===== src/sv/psnc_pkg.sv =====
// types and constants shared by the palette store and nearest color search
package psnc_pkg;

  // default palette depth, reserved entry included
  localparam int unsigned PALETTE_SIZE_DEF = 16;

  // channel width and squared rgb distance width (3 * 255^2 fits in 18 bits)
  localparam int unsigned CHAN_W = 8;
  localparam int unsigned SQ_W   = 2 * CHAN_W;
  localparam int unsigned DIST_W = SQ_W + 2;

  // operation codes carried in the mode field
  localparam logic [1:0] MODE_ADD      = 2'd0;
  localparam logic [1:0] MODE_CONTAINS = 2'd1;
  localparam logic [1:0] MODE_NEAREST  = 2'd2;

  typedef struct packed {
    logic [1:0]        mode;
    logic [CHAN_W-1:0] red;
    logic [CHAN_W-1:0] green;
    logic [CHAN_W-1:0] blue;
    logic [CHAN_W-1:0] alpha;
  } in_item_t;

  typedef struct packed {
    logic       refused;
    logic       found;
    logic [3:0] nearest_index;
    logic [4:0] entry_count;
  } out_item_t;

  typedef enum logic [1:0] {
    ST_IDLE,
    ST_SCAN,
    ST_DONE
  } state_t;

endpackage


===== src/sv/palette_store_nearest_color.sv =====
// palette store with exact-match and nearest-color search, top level
//
// usage: items arrive on in_valid/in_ready carrying a mode and an rgba color;
// one result item leaves on out_valid/out_ready for every input item.
// add appends the color at the current count (refused when full), contains
// matches all four channels against entries 0 to count-1, nearest finds the
// entry 1 to count-1 with the smallest squared rgb distance (lowest index on
// ties, 1 when the palette holds only the reserved entry).
// the palette sits in one synchronous ram with a registered read port.
// add, the unused mode and a search with only the reserved entry go from idle
// straight to the done state, which loads the output register once it is free;
// other searches stream one ram read per cycle through a read, a square and a
// sum/compare stage and reach done once the last entry has left the pipeline.
// one item is in work at a time; in_ready is high in idle, also while a
// finished result still waits in the output register.
// reset: count returns to 1, entry 0 reads as all zeros (it is never stored,
// the search treats it as a constant), the output register empties.
// a stalled receiver holds the result in the output register; the next item
// then runs to completion and waits until the register frees up.
module palette_store_nearest_color #(
  parameter int unsigned PALETTE_SIZE = psnc_pkg::PALETTE_SIZE_DEF
) (
  input  logic                clk,
  input  logic                rst_n,
  input  logic                in_valid,
  output logic                in_ready,
  input  psnc_pkg::in_item_t  in_item,
  output logic                out_valid,
  input  logic                out_ready,
  output psnc_pkg::out_item_t out_item
);

  localparam int unsigned IDX_W  = $clog2(PALETTE_SIZE);
  localparam int unsigned CNT_W  = $clog2(PALETTE_SIZE + 1);
  localparam int unsigned WORD_W = 4 * psnc_pkg::CHAN_W;
  localparam int unsigned CW     = psnc_pkg::CHAN_W;
  localparam int unsigned SQ_W   = psnc_pkg::SQ_W;
  localparam int unsigned DIST_W = psnc_pkg::DIST_W;

  // control state
  psnc_pkg::state_t state_r, state_nxt;
  logic [CNT_W-1:0] count_r;
  logic [CNT_W-1:0] issue_idx_r;
  logic             s1_vld_r, s2_vld_r;
  logic             out_valid_r;

  // item and datapath registers
  psnc_pkg::in_item_t  item_r;
  logic [WORD_W-1:0]   rd_data_r;
  logic [IDX_W-1:0]    s1_idx_r, s2_idx_r;
  logic [SQ_W-1:0]     sq_r_r, sq_g_r, sq_b_r;
  logic                s2_match_r;
  logic [DIST_W-1:0]   best_r;
  logic [IDX_W-1:0]    near_r;
  logic                found_r;
  logic                refused_r;
  psnc_pkg::out_item_t out_item_r;

  // palette ram, entry 0 never written
  logic [WORD_W-1:0] entry_mem [PALETTE_SIZE];

  logic              in_acc;
  logic              rd_en;
  logic              wr_en;
  logic              load_out;
  logic              full;
  logic              scan_done;
  logic              wants_scan;
  logic [WORD_W-1:0] in_key;
  logic [WORD_W-1:0] item_key;
  logic [CW-1:0]     d_r, d_g, d_b;
  logic [DIST_W-1:0] dist_sum;

  assign in_acc   = in_valid && in_ready;
  assign full     = (count_r == CNT_W'(PALETTE_SIZE));
  assign in_key   = {in_item.red, in_item.green, in_item.blue, in_item.alpha};
  assign item_key = {item_r.red, item_r.green, item_r.blue, item_r.alpha};
  assign wr_en    = in_acc && (in_item.mode == psnc_pkg::MODE_ADD) && !full;

  // search runs only when something lies beyond the reserved entry
  assign wants_scan = ((in_item.mode == psnc_pkg::MODE_CONTAINS) ||
                       (in_item.mode == psnc_pkg::MODE_NEAREST)) &&
                      (count_r > CNT_W'(1));

  // all reads issued and both pipeline stages drained
  assign scan_done = (issue_idx_r == count_r) && !s1_vld_r && !s2_vld_r;

  // next state
  always_comb begin
    state_nxt = state_r;
    unique case (state_r)
      psnc_pkg::ST_IDLE: begin
        if (in_valid) begin
          state_nxt = wants_scan ? psnc_pkg::ST_SCAN : psnc_pkg::ST_DONE;
        end
      end
      psnc_pkg::ST_SCAN: begin
        if (scan_done) begin
          state_nxt = psnc_pkg::ST_DONE;
        end
      end
      psnc_pkg::ST_DONE: begin
        if (!out_valid_r || out_ready) begin
          state_nxt = psnc_pkg::ST_IDLE;
        end
      end
      default: state_nxt = psnc_pkg::ST_IDLE;
    endcase
  end

  // fsm outputs
  always_comb begin
    in_ready = 1'b0;
    rd_en    = 1'b0;
    load_out = 1'b0;
    unique case (state_r)
      psnc_pkg::ST_IDLE: in_ready = 1'b1;
      psnc_pkg::ST_SCAN: rd_en    = (issue_idx_r < count_r);
      psnc_pkg::ST_DONE: load_out = !out_valid_r || out_ready;
      default: ;
    endcase
  end

  always_ff @(posedge clk) begin
    if (!rst_n) begin
      state_r <= psnc_pkg::ST_IDLE;
    end else begin
      state_r <= state_nxt;
    end
  end

  // ram: one write port for add, one read port for the scan
  always_ff @(posedge clk) begin
    if (wr_en) begin
      entry_mem[count_r[IDX_W-1:0]] <= in_key;
    end
    if (rd_en) begin
      rd_data_r <= entry_mem[issue_idx_r[IDX_W-1:0]];
    end
  end

  // count and scan control
  always_ff @(posedge clk) begin
    if (!rst_n) begin
      count_r     <= CNT_W'(1);
      issue_idx_r <= CNT_W'(1);
      s1_vld_r    <= 1'b0;
      s2_vld_r    <= 1'b0;
    end else begin
      if (wr_en) begin
        count_r <= count_r + CNT_W'(1);
      end
      if (in_acc) begin
        issue_idx_r <= CNT_W'(1);
      end else if (rd_en) begin
        issue_idx_r <= issue_idx_r + CNT_W'(1);
      end
      s1_vld_r <= rd_en;
      s2_vld_r <= s1_vld_r;
    end
  end

  // stage 1: channel differences squared, exact compare
  always_comb begin
    d_r = (item_r.red > rd_data_r[4*CW-1:3*CW]) ?
          item_r.red - rd_data_r[4*CW-1:3*CW] : rd_data_r[4*CW-1:3*CW] - item_r.red;
    d_g = (item_r.green > rd_data_r[3*CW-1:2*CW]) ?
          item_r.green - rd_data_r[3*CW-1:2*CW] : rd_data_r[3*CW-1:2*CW] - item_r.green;
    d_b = (item_r.blue > rd_data_r[2*CW-1:CW]) ?
          item_r.blue - rd_data_r[2*CW-1:CW] : rd_data_r[2*CW-1:CW] - item_r.blue;
  end

  always_ff @(posedge clk) begin
    if (rd_en) begin
      s1_idx_r <= issue_idx_r[IDX_W-1:0];
    end
    s2_idx_r   <= s1_idx_r;
    sq_r_r     <= SQ_W'(d_r) * SQ_W'(d_r);
    sq_g_r     <= SQ_W'(d_g) * SQ_W'(d_g);
    sq_b_r     <= SQ_W'(d_b) * SQ_W'(d_b);
    s2_match_r <= (rd_data_r == item_key);
  end

  // stage 2: sum of squares against the best so far
  assign dist_sum = DIST_W'(sq_r_r) + DIST_W'(sq_g_r) + DIST_W'(sq_b_r);

  always_ff @(posedge clk) begin
    if (in_acc) begin
      item_r    <= in_item;
      refused_r <= (in_item.mode == psnc_pkg::MODE_ADD) && full;
      // reserved entry holds all zeros, so a zero color is always found
      found_r   <= (in_item.mode == psnc_pkg::MODE_CONTAINS) && (in_key == '0);
      near_r    <= (in_item.mode == psnc_pkg::MODE_NEAREST) ? IDX_W'(1) : '0;
      best_r    <= '1;
    end else if (s2_vld_r) begin
      if ((item_r.mode == psnc_pkg::MODE_NEAREST) && (dist_sum < best_r)) begin
        best_r <= dist_sum;
        near_r <= s2_idx_r;
      end
      if ((item_r.mode == psnc_pkg::MODE_CONTAINS) && s2_match_r) begin
        found_r <= 1'b1;
      end
    end
  end

  // output register, frees the input side while a result waits
  always_ff @(posedge clk) begin
    if (!rst_n) begin
      out_valid_r <= 1'b0;
    end else if (load_out) begin
      out_valid_r <= 1'b1;
    end else if (out_ready) begin
      out_valid_r <= 1'b0;
    end
  end

  always_ff @(posedge clk) begin
    if (load_out) begin
      out_item_r.refused       <= refused_r;
      out_item_r.found         <= found_r;
      out_item_r.nearest_index <= 4'(near_r);
      out_item_r.entry_count   <= 5'(count_r);
    end
  end

  assign out_valid = out_valid_r;
  assign out_item  = out_item_r;

  // palette count stays within one and the palette depth
  assert property (@(posedge clk) disable iff (!rst_n)
    (count_r >= CNT_W'(1)) && (count_r <= CNT_W'(PALETTE_SIZE)))
    else $error("palette count out of range");

  // an accepted item always leaves idle on the next cycle
  assert property (@(posedge clk) disable iff (!rst_n)
    in_acc |=> (state_r != psnc_pkg::ST_IDLE))
    else $error("accepted item did not start");

  // the scan pipeline only carries data while a search runs
  assert property (@(posedge clk) disable iff (!rst_n)
    (s1_vld_r || s2_vld_r) |-> (state_r == psnc_pkg::ST_SCAN))
    else $error("scan pipeline busy outside search");

  // reads never run past the current count
  assert property (@(posedge clk) disable iff (!rst_n)
    rd_en |-> (issue_idx_r < count_r) && (issue_idx_r != CNT_W'(0)))
    else $error("read beyond palette");

  // a result is only loaded when the output register can take it
  assert property (@(posedge clk) disable iff (!rst_n)
    load_out |-> (!out_valid_r || out_ready))
    else $error("result overwritten");

endmodule


===== config.mk =====
export PLATFORM = sky130hd
export DESIGN_NAME = palette_store_nearest_color
export DESIGN_NICKNAME = d
export VERILOG_FILES = /design/src/sv/psnc_pkg.sv /design/src/sv/palette_store_nearest_color.sv
export SDC_FILE = /design/constraint.sdc
export NUM_CORES = 1
export LEC_CHECK = 0
export BUFFER_PORTS_ARGS = -buffer_cell sky130_fd_sc_hd__buf_2
export CORE_ASPECT_RATIO = 0.75
export CORE_MARGIN = 1.5
export CORE_UTILIZATION = 57
export DETAILED_ROUTE_END_ITERATION = 10
export GPL_ROUTABILITY_DRIVEN = 1
export GPL_TIMING_DRIVEN = 1
export HOLD_SLACK_MARGIN = 0.05
export MAX_ROUTING_LAYER = met4
export PLACE_DENSITY = 0.76
export SYNTH_ARGS = -nofsm -noshare
export SYNTH_HDL_FRONTEND = slang
export SYNTH_SLANG_ARGS = --single-unit

===== constraint.sdc =====
create_clock -name clk -period 5.8 [get_ports clk]
set_clock_uncertainty 0.15 [all_clocks]
set_input_delay 0.58 -clock clk [delete_from_list [all_inputs] [get_ports clk]]
set_output_delay 0.58 -clock clk [all_outputs]
set_load 0.1 [all_outputs]

Yosys cells after proc, flatten, opt, wreduce, memory -nomap -nowiden. Memories as Yosys holds them, arrays and structs flattened. A register that Yosys moved wholly into a read port is not among the register bits. Cells that the tools add are included. W data, S select, Z words.

Bits in registers: 141. Bits in writable memories: 512. Bits of input ports: 38. Output and inout port bits: 13. Logic and storage cells: 108. Memories kept: 1.

Memory list: entry_mem (words 16, bits a word 32, rd ports 1, clocked after Yosys merged registers in 1, wr ports 1, RTL line palette_store_nearest_color.sv:60) `logic [WORD_W-1:0] entry_mem [PALETTE_SIZE];`.

$add $sub $neg: 10. Multipliers: 3. Order comparisons: 6. Equal/unequal tests: 12. Multiplexer cells: 22. Bitwise operators: 1. Reduce and logical (&&, ||, !) cells: 28.

Operators by type and width (number): $mul A8 B8 Y16 (3); $sub A8 B8 Y8 (6); $eq A32 B32 Y1 (1); $logic_not A32 Y1 (1); $gt A8 B8 Y1 (3); $mux W8 (3); $add A17 B16 Y18 (1); $lt A18 B18 Y1 (1); $add A16 B16 Y17 (1); $mux W4 (3); $mux W1 (11); $add A5 B1 Y5 const B (2); $logic_and A1 B1 Y1 (10); $mux W2 (4); $reduce_bool A2 Y1 (4); $eq A2 B1 Y1 const B (3); $eq A2 B2 Y1 const B (3); $ne A2 B2 Y1 const B (3); $pmux W2 S3 (1); $reduce_and A2 Y1 (3); $eq A5 B5 Y1 (1); $eq A5 B5 Y1 const B (1); $gt A5 B1 Y1 const B (1); $lt A5 B5 Y1 (1); other kinds (6) (11).

Longest topological paths before layout.
Depth in word-level cells: 7. Mapped depth: 29. Depth with buffers taken out: 27.

Worst setup path after synthesis. No wires, ideal clock.

Kind: reg2reg. Start point: reg rd_data_r[16] (read register of entry_mem). End point: reg sq_g_r[15]. Setup time: 0.103 ns. Arrival: 6.150 ns. Data required time: 5.547 ns. Path slack: -0.603 ns. Stages on the path, launching flop included: 24. Buffers on the path: 1. Clock period less this slack: 6.403 ns. Path through: edfxtp_1 -> ha_1 -> fa_1 -> and2b_4 -> o21bai_4 -> a211oi_4 -> nor3_2 -> a2111o_1 -> buf_6 -> or2_1 -> fa_1 -> inv_1 -> fa_1 -> inv_1 -> fa_1 -> fa_1 -> inv_1 -> ha_1 -> o21ai_0 -> nand2b_1 -> a31oi_1 -> o31ai_1 -> and4bb_1 -> a2111oi_2.

Longest elaborated chain between the ends: 3. Elaborated cells between the ends (all ways): 5. Classes of those cells: add/sub: 2; mul: 1; order compare: 1; mux: 1.

Ends and longest elaborated chain: start: declaration (RTL line palette_store_nearest_color.sv:49) `logic [WORD_W-1:0] rd_data_r;`; $sub A8 B8 Y8 or $gt A8 B8 Y1 (tied branches) (RTL line palette_store_nearest_color.sv:168, palette_store_nearest_color.sv:167); $mux W8 (*) (RTL line palette_store_nearest_color.sv:167) `d_g = (item_r.green > rd_data_r[3*CW-1:2*CW]) ?`; $mul A8 B8 Y16 (*) (RTL line palette_store_nearest_color.sv:179) `sq_g_r <= SQ_W'(d_g) * SQ_W'(d_g);`; end signal: assignment (RTL line palette_store_nearest_color.sv:179); end: declaration (RTL line palette_store_nearest_color.sv:51) `logic [SQ_W-1:0] sq_r_r, sq_g_r, sq_b_r;`.

Every way passes the cells marked *; elsewhere a longest branch is shown, timed or not. A chain may end at the register's enable or synchronous reset.

Worst setup path after layout.
Start point: reg item_r (netlist bit item_key[16]). End point: reg sq_g_r[15].

Longest elaborated chain between the ends: 3. Elaborated cells between the ends (all ways): 5. Classes of those cells: add/sub: 2; mul: 1; order compare: 1; mux: 1.

Ends and longest elaborated chain: start: declaration (RTL line palette_store_nearest_color.sv:48) `psnc_pkg::in_item_t item_r;`; start signal: assignment (RTL line palette_store_nearest_color.sv:189) `item_r <= in_item;`; $sub A8 B8 Y8 or $gt A8 B8 Y1 (tied branches) (RTL line palette_store_nearest_color.sv:168, palette_store_nearest_color.sv:167); $mux W8 (*) (RTL line palette_store_nearest_color.sv:167); $mul A8 B8 Y16 (*) (RTL line palette_store_nearest_color.sv:179).

Marks and branches as above.

==> flow_summary.toml <==
[global_route]
grt_usage_pct = 27.3
antenna_found_initial = 3
grt_pass1_vias = 19700
grt_max_degree = 133
globalRouteOverflowTotal = 0
grt_pass1_wl_um = 116000

[floorplan]
boundaryPins = 51
num_rows = 76
die_width_um = 281
start_util_pct = 57.6
coreArea_um2 = 57300
fp.dieH_um = 212
die-area_um2 = 59500

[setup_path]
worst-path-max-fanout = 5
critPathRequiredTime_ps = 6180
path_buf_inv = 5
cp_common_cell = "fa_1"
cp-start-kind = "register"
slowest_stage = "fa_1"
end_kind = "register"
critical_path_class = "reg2reg"
cpPeakStageDelay_ps = 520
cp_top_family = "adder cells"
critPathArrivalTime_ps = 6450

[clocking]
clk_pin_slew_ps = 70
cts-root-buf = "clkbuf_16"
htreeDepth = 2
numCtsBuffers = 61
cts_max_path_buffers = 3
cts_tree = "built"
worstSkewPairLatency_ps = 650
cts.sinks = 682

[detailed_routing]
vias = 19000
wl_met2_um = 36900
drc = 0
maxUsedRoutingLayer = "met4"
routed_wl_um = 76800
ant_nets = 0
viasPerCell = 5.82
first_pass_iters = 5
drt_iter0_drc = 1711
routedWlPerCell_um = 23.6
route.met3.wl_um = 5940
wl_met1_um = 31600

[placed_design]
place_inst = 3095
place_ws_ps = -550
gp_congestion = 0.918
dp_hpwl_um = 47600
placed_cell_area_um2 = 35900
io_buffers = 50

[cells_and_area]
nNetsFinal = 2739
final_cells = 3261
drive_gt1_share_pct = 31.8
final_area_um2 = 39200
final_cell_mix = "edfxtp_1, buf_4, inv_1"
nFillCells = 3798
syn2layout_area_growth_pct = 18.5
layout_commonest_cell = "edfxtp_1"

[sta]
fmax_mhz = 165
fin_crit_sh_pct = 105
worst_pin_slew_ps = 1190
tns_ps = -1530
setup_viol = 12
hold_viol = 0
finalCriticalPeriod_ps = 6070
maxSlewHeadroom_pct = 20.4
report.final.slew_viol_count = 0
worst_slack_ps = -274
rsz0062_at_grt = "true"

[yosys]
synth_cell_types = 85
yosys_warnings = 0
synth_area_per_cell_um2 = 15.7
ys_seq_area_share_pct = 59.4
synthArstFlopShare_pct = 0
ys_ff_latch = 682
synth_edf_count = 599
netlist_area_um2 = 33100
netlist_instances = 2100
synthFlopType = "edfxtp_1"

[flow_run]
drv_cap = 0

[outcome]
violations = "negative setup slack"
outcome = "finished, violations left"

[hold_path]
hp-class = "in2reg"
==> path summary, 6_finish.rpt <==
| kind | from | to | slack [ps] | cells past startpoint |
|---|---|---|---|---|
| worst max-delay path | item_key[16] | sq_g_r[15] | -270 | 25 |
| worst min-delay path | rst_n | count_r[0] | 100 | 2 |
| worst min register to register | s1_idx_r[3] | s2_idx_r[3] | 190 | 0 |
| worst max register to register | item_key[16] | sq_g_r[15] | -270 | 25 |
==> sequential cells by signal (all words and copies together) (netlist names), 2 cells and up <==
name         flops
s1_idx_r         4
near_r           4
item_r           2
rd_data_r       32
entry_mem      512
item_key        32
issue_idx_r      5
state_r          2
out_item        11
s2_idx_r         4
sq_r_r          15
count_r          5
sq_b_r          15
sq_g_r          15
best_r          18
==> per-layer routing <==
layer / track usage (%) / vias up
met5: - / -
met4: 9.25 / 0
met3: 4.79 / 137
met2: 42.7 / 739
met1: 36.5 / 9626
li1: - / 8485
==> layout make-up <==
type	count	area [um^2]	share of cell area [%]
tap	780	976	2.49
clock inverter	42	348	0.888
timing repair buffer	324	2490	6.37
multi-input combinational	1125	13200	33.8
sequential	682	19700	50.2
antenna	3	7.51	0.0192
clock buffer	74	1590	4.05
inverter	231	875	2.23
==> cell usage after synthesis, drive strengths merged, types with 34 or more instances <==
| library cell | count | area share [%] |
|---|---|---|
| a21oi | 60 | 0.95 |
| buf | 34 | 0.60 |
| dfxtp | 83 | 5.0 |
| edfxtp | 599 | 54 |
| fa | 97 | 5.9 |
| ha | 179 | 6.8 |
| inv | 231 | 2.6 |
| mux4 | 160 | 11 |
| nand2 | 64 | 0.73 |
| nor2 | 123 | 1.5 |
| o21ai | 43 | 0.66 |
| xnor2 | 47 | 1.3 |
| xor2 | 43 | 1.2 |
==> metrics by stage <==
stage / hold slack (ps) / util, %
detailed placement: 182 / 62.7
CTS: 60.0 / 67.1
global placement: 175 / 62.7
floorplan: 173 / -
finish: 96.3 / 68.3
global route: 86.3 / 68.3
==> timing repair <==
item	4_1_cts	5_1_grt
gates resized for setup	104	105
pin swaps	54	58
setup buffers	25	26
hold buffers	2	0
endpoints found under the hold margin	2	0
endpoints found under the setup margin	20	22
==> logic make-up (layout without fill, tap and decap cells) <==
group	count (synthesis)	after routing	share of synthesized area, %
AO/OA/AOI/OAI	238	238	5.04
XOR/XNOR	90	90	2.50
adder cells (fa/ha/maj)	276	276	12.7
buffers and inverters	294	671	3.55
flip-flops	682	682	59.4
multiplexers	180	180	11.5
other	2	6	0.0227
AND/OR/NAND/NOR	338	338	5.25
Power is left out: the tool's default activity adds up to more than one toggle a clock period on the data nets, which glitch-free logic cannot reach.
